File: config.mk
export PLATFORM = sky130hd
export DESIGN_NAME = rs_ctrl
export DESIGN_NICKNAME = d
export VERILOG_FILES = /design/src/reservoir_sampler_defines.svh /design/src/rs_pkg.sv /design/src/rs_ctrl.sv
export SDC_FILE = /design/constraint.sdc
export NUM_CORES = 1
export LEC_CHECK = 0
export ABC_AREA = 1
export BUFFER_PORTS_ARGS = -buffer_cell sky130_fd_sc_hd__buf_2
export CORE_AREA = 5 5 42 44
export CTS_CLUSTER_SIZE = 25
export DETAILED_ROUTE_END_ITERATION = 10
export DIE_AREA = 0 0 47 49
export PLACE_DENSITY = 0.61
export SLEW_MARGIN = 20
export SYNTH_ARGS = -nofsm -noshare
export SYNTH_HDL_FRONTEND = slang
export SYNTH_SLANG_ARGS = --single-unit
File: constraint.sdc
create_clock -name clk -period 1.1 [get_ports clk]
set_clock_uncertainty 0.05 [all_clocks]
set_input_delay 0.055 -clock clk [delete_from_list [all_inputs] [get_ports clk]]
set_output_delay 0.055 -clock clk [all_outputs]
set_load 0.02 [all_outputs]
File: src/reservoir_sampler_defines.svh
// Assertion macros for the reservoir sampler.
// Included by modules that carry concurrent checks; no other dependencies.
`ifndef RESERVOIR_SAMPLER_DEFINES_SVH
`define RESERVOIR_SAMPLER_DEFINES_SVH

`ifndef SYNTHESIS
`define RS_ASSERT(lbl, clk, rst_n, prop) \
  lbl: assert property (@(posedge clk) disable iff (!rst_n) prop) \
    else $error("reservoir sampler check failed");
`define RS_ASSERT_ALWAYS(lbl, clk, prop) \
  lbl: assert property (@(posedge clk) prop) \
    else $error("reservoir sampler check failed");
`else
`define RS_ASSERT(lbl, clk, rst_n, prop)
`define RS_ASSERT_ALWAYS(lbl, clk, prop)
`endif

`endif

File: src/rs_pkg.sv
// Shared constants, types and helpers for the reservoir sampler.
// No dependencies.
package rs_pkg;

  localparam int DEPTH  = 128;
  localparam int ADDR_W = $clog2(DEPTH);
  localparam int SIZE_W = $clog2(DEPTH + 1);
  localparam int SEEN_W = 31;
  localparam int RND_W  = 32;
  localparam int SMP_W  = 64;

  localparam logic [SEEN_W-1:0] SEEN_MAX   = {SEEN_W{1'b1}};
  localparam logic [7:0]        SIZE_RESET = 8'd100;

  localparam logic [1:0] FUNC_ADD   = 2'd0;
  localparam logic [1:0] FUNC_READ  = 2'd1;
  localparam logic [1:0] FUNC_CLEAR = 2'd2;

  localparam logic [0:0] REG_SIZE = 1'b0;

  typedef struct packed {
    logic exec;
    logic div_fin;
    logic rd_fin;
    logic load;
  } rs_cmd_t;

  typedef struct packed {
    logic [1:0] func;
    logic       append;
    logic       div_done;
    logic       out_free;
  } rs_stat_t;

  function automatic logic [SIZE_W-1:0] clamp_size(input logic [7:0] v);
    logic [SIZE_W-1:0] res;
    if (v == 8'd0) begin
      res = SIZE_W'(1);
    end else if (32'(v) > DEPTH) begin
      res = SIZE_W'(DEPTH);
    end else begin
      res = SIZE_W'(v);
    end
    return res;
  endfunction

endpackage

File: src/rs_ctrl.sv
// Sequencer for the reservoir sampler: steps one item through decode,
// divide or read where needed, and result hand-off. Depends on rs_pkg.
module rs_ctrl (
  input  logic             clk,
  input  logic             rst_n,
  input  logic             in_valid,
  output logic             in_ready,
  input  rs_pkg::rs_stat_t stat,
  output rs_pkg::rs_cmd_t  cmd
);

  typedef enum logic [4:0] {
    ST_IDLE   = 5'b00001,
    ST_DECODE = 5'b00010,
    ST_DIVIDE = 5'b00100,
    ST_READ   = 5'b01000,
    ST_RESULT = 5'b10000
  } state_t;

  state_t st_r, st_nxt;

  always_comb begin
    st_nxt      = st_r;
    cmd.exec    = 1'b0;
    cmd.div_fin = 1'b0;
    cmd.rd_fin  = 1'b0;
    cmd.load    = 1'b0;
    unique case (st_r)
      ST_IDLE: begin
        if (in_valid) begin
          st_nxt = ST_DECODE;
        end
      end
      ST_DECODE: begin
        cmd.exec = 1'b1;
        if (stat.func == rs_pkg::FUNC_ADD && !stat.append) begin
          st_nxt = ST_DIVIDE;
        end else if (stat.func == rs_pkg::FUNC_READ) begin
          st_nxt = ST_READ;
        end else begin
          st_nxt = ST_RESULT;
        end
      end
      ST_DIVIDE: begin
        if (stat.div_done) begin
          cmd.div_fin = 1'b1;
          st_nxt      = ST_RESULT;
        end
      end
      ST_READ: begin
        cmd.rd_fin = 1'b1;
        st_nxt     = ST_RESULT;
      end
      ST_RESULT: begin
        if (stat.out_free) begin
          cmd.load = 1'b1;
          st_nxt   = ST_IDLE;
        end
      end
      default: begin
        st_nxt = ST_IDLE;
      end
    endcase
  end

  always_ff @(posedge clk) begin
    if (!rst_n) begin
      st_r <= ST_IDLE;
    end else begin
      st_r <= st_nxt;
    end
  end

  assign in_ready = (st_r == ST_IDLE);

endmodule
==> impl_metrics.json <==
{
  "grt-ovfl-total": 0,
  "syn_inst": 54,
  "clk_latency_ps": 240,
  "seq_area_um2": 108.9,
  "dp_hpwl_um": 646.5,
  "top_regs": "st_r: 5 flops",
  "drv_slew": 0,
  "dp.cells": 83,
  "cts_tree": "yes",
  "io_pins": 13,
  "largest_reg_flops": 5,
  "status": "finished with violations",
  "grt_pass1_vias": 381,
  "finalCriticalPeriod_ps": 1268,
  "p_comb_share_pct": 62.6,
  "critPathKind": "flop to primary output",
  "viasPerCell": 4.574,
  "setup_viol": 10,
  "violations": "setup timing",
  "wire_per_inst_um": 11.13,
  "core_um2": 1401,
  "clk_path_buf_depth": 2,
  "areaGrowthSynthToFinish_pct": 70.59,
  "synthDistinctLibCells": 21,
  "path_cells": "nor2_4 > nand2_4 > nor2_8 > buf_6",
  "slew_headroom_pct": 84.95,
  "place_ws_ps": -12.55,
  "setup_slack_ps": -167.9,
  "antenna_cells": 0,
  "swShare_pct": 43.77,
  "synthesis.nets": 62,
  "holdPathStages": 3,
  "layout-drive-gt1-share_pct": 69.23,
  "hold_start": "stat[3]",
  "rr_endpoint": "st_r[4]",
  "critical_path.max_fanout": 5,
  "max_cap_violations": 0,
  "route.vias.total": 430,
  "power_density_nw_per_um2": 2121,
  "drc_errors": 0,
  "grt_usage_pct": 9.085,
  "ys.warnings.count": 0,
  "crit_buf_inv": 1,
  "final.period_utilization_pct": 115.3,
  "cts_hold_buf": 0,
  "regMostFlops": "st_r",
  "peakVddDrop_uv": 1174,
  "nets": 87,
  "clkPwrFrac_pct": 15.4,
  "wirelength_um": 1046,
  "grt_pass1_wl_um": 1497,
  "syn_avg_cell_area_um2": 7.090,
  "place_congestion": 0.7376,
  "switchingPower_mw": 0.6063,
  "syn_area_um2": 382.9,
  "slowest_stage": "dfxtp_4",
  "critPathTopFamily": "simple AND/OR/NAND/NOR gates",
  "p_leak_nw": 0.3151,
  "rsz0062_at_grt": "true",
  "numCtsBuffers": 3,
  "ys_seq_area_share_pct": 26.14,
  "clockRootBuffer": "clkbuf_4",
  "r2r_start": "st_r[2]",
  "multi_input_area_um2": 294.0,
  "synth_flop_cell": "dfxtp_1",
  "port_buffers": 12,
  "cts_max_level": 1,
  "hold_end": "st_r[3]",
  "tightest_slew_ps": 223.5,
  "synth_enable_flop_cells": 0,
  "ant_nets": 0,
  "intPower_mw": 0.7789,
  "num-fill-cells": 147,
  "dieArea_um2": 2303,
  "dieWidth_um": 47,
  "fin_cells": 94,
  "r2r_slack_ps": -130,
  "drtIter0Drc": 3,
  "dr.pass1.iters": 3,
  "rows": 14,
  "max_freq_ghz": 0.7887,
  "start_kind": "flop",
  "hold_path_class": "input port to flop",
  "cts_sinks": 5,
  "hold_violations": 0,
  "die_y_um": 49,
  "cts.clk_slew.worst_paths_ps": 40,
  "start_util_pct": 27.32,
  "grt_max_degree": 6,
  "cpPeakStageDelay_ps": 360,
  "async_flop_share_pct": 0,
  "antenna_found_initial": 0,
  "required_ps": 1000,
  "end_kind": "primary output",
  "power_frac_seq_pct": 22.1,
  "r2r_cells": 8,
  "arrival_ps": 1160,
  "ys_ff_latch": 5
}
[synthesized netlist by cell type (2+ instances only)]
cell type	count	area (µm²)
dfxtp_1	5	100.1
nor2_4	2	22.52
nor3_1	2	10.01
nand2_1	6	22.52
nor2_1	5	18.77
nand3_2	2	20.02
nor2_2	3	18.77
nand4_1	2	12.51
inv_1	11	41.29
nand3_1	4	20.02
inv_2	2	7.510
[through the flow]
step	TNS (ps)	util [%]	hold WS [ps]	power, mW	instance area [µm²]
floorplan	0	-	142.6	0.6511	389.1
global placement	-10.03	34.02	281.5	0.7580	476.7
detailed placement	-45.68	34.02	285.5	0.7597	476.7
CTS	-1192	42.68	17.32	1.163	598.1
global route	-1699	46.61	28.97	1.462	653.1
finish	-1246	46.61	14.12	1.385	653.1
[how the worst max path moves through the flow]
| stage | startpoint | endpoint | slack, ps | cells after the start |
|---|---|---|---|---|
| 2_1_floorplan | st_r[0] | cmd[2] | 20 | 5 |
| 3_3_place_gp | st_r[2] | st_r[3] | -5 | 5 |
| 3_5_place_dp | st_r[4] | st_r[4] | -10 | 5 |
| 4_1_cts | st_r[3] | cmd[3] | -160 | 4 |
| 5_1_grt | st_r[0] | cmd[2] | -230 | 6 |
| 6_report | st_r[2] | cmd[3] | -170 | 4 |
[logic make-up (layout without fill, tap and decap cells)]
family / count (synthesis) / after routing / share of synthesized area (%)
flip-flops: 5 / 5 / 26.14
buffers and inverters: 13 / 37 / 12.75
AO/OA/AOI/OAI: 4 / 4 / 5.879
AND/OR/NAND/NOR: 32 / 32 / 55.23
[metal layers]
| layer | wire length (µm) | global-route usage, % | up-vias | part of all wire, % |
|---|---|---|---|---|
| li1 | - | - | 220 | - |
| met4 | 29 | 6.912 | 0 | 2.8 |
| met5 | 0 | 0 | - | 0 |
| met3 | 79 | 2.583 | 5 | 7.6 |
| met1 | 404 | 11.43 | 191 | 39 |
| met2 | 533 | 12.44 | 14 | 51 |
[what timing repair did]
item / in CTS / in global routing
buffers inserted: 6 / 1
hold endpoints to repair: 0 / 0
endpoints found under the setup margin: 9 / 10
resized for setup: 18 / 12
pin swaps: 5 / 10
[cells in the final DEF, fill, tap and decap left out, types with 2 or more instances in the layout]
cell type | synthesis | final
buf_2 | 0 | 7
buf_4 | 0 | 7
buf_6 | 0 | 6
clkbuf_4 | 0 | 3
dfxtp_2 | 0 | 4
inv_1 | 11 | 9
inv_2 | 2 | 4
nand2_1 | 6 | 4
nand2_2 | 1 | 3
nand3_1 | 4 | 2
nand3_2 | 2 | 4
nand4_1 | 2 | 2
nor2_1 | 5 | 3
nor2_2 | 3 | 4
nor2_4 | 2 | 3
nor3_2 | 1 | 2
[power groups by stage]
stage / clock network (mW) / registers (mW) / logic [mW]
4_1_cts: 0.221 / 0.302 / 0.639
6_report: 0.213 / 0.305 / 0.867
3_5_place_dp: 0 / 0.282 / 0.478
3_3_place_gp: 0 / 0.280 / 0.478
2_1_floorplan: 0 / 0.273 / 0.378
5_1_grt: 0.230 / 0.314 / 0.918
[worst register-to-register path, delay by kind of cell (launching register included)]
family	cells	cell delay, ps
DFF	1	360
buffers and inverters	1	120
and+or+nand+nor	7	630
[area by class of cell]
| cell class | instances | area share (%) |
|---|---|---|
| flip-flops and latches | 5 | 16.67 |
| inverters | 13 | 7.471 |
| repair buffers | 20 | 23.75 |
| multi-input cells | 36 | 45.02 |
| clock buffers | 4 | 4.023 |
| well taps | 16 | 3.065 |
Note: power is estimated with default switching activity, not from simulation.
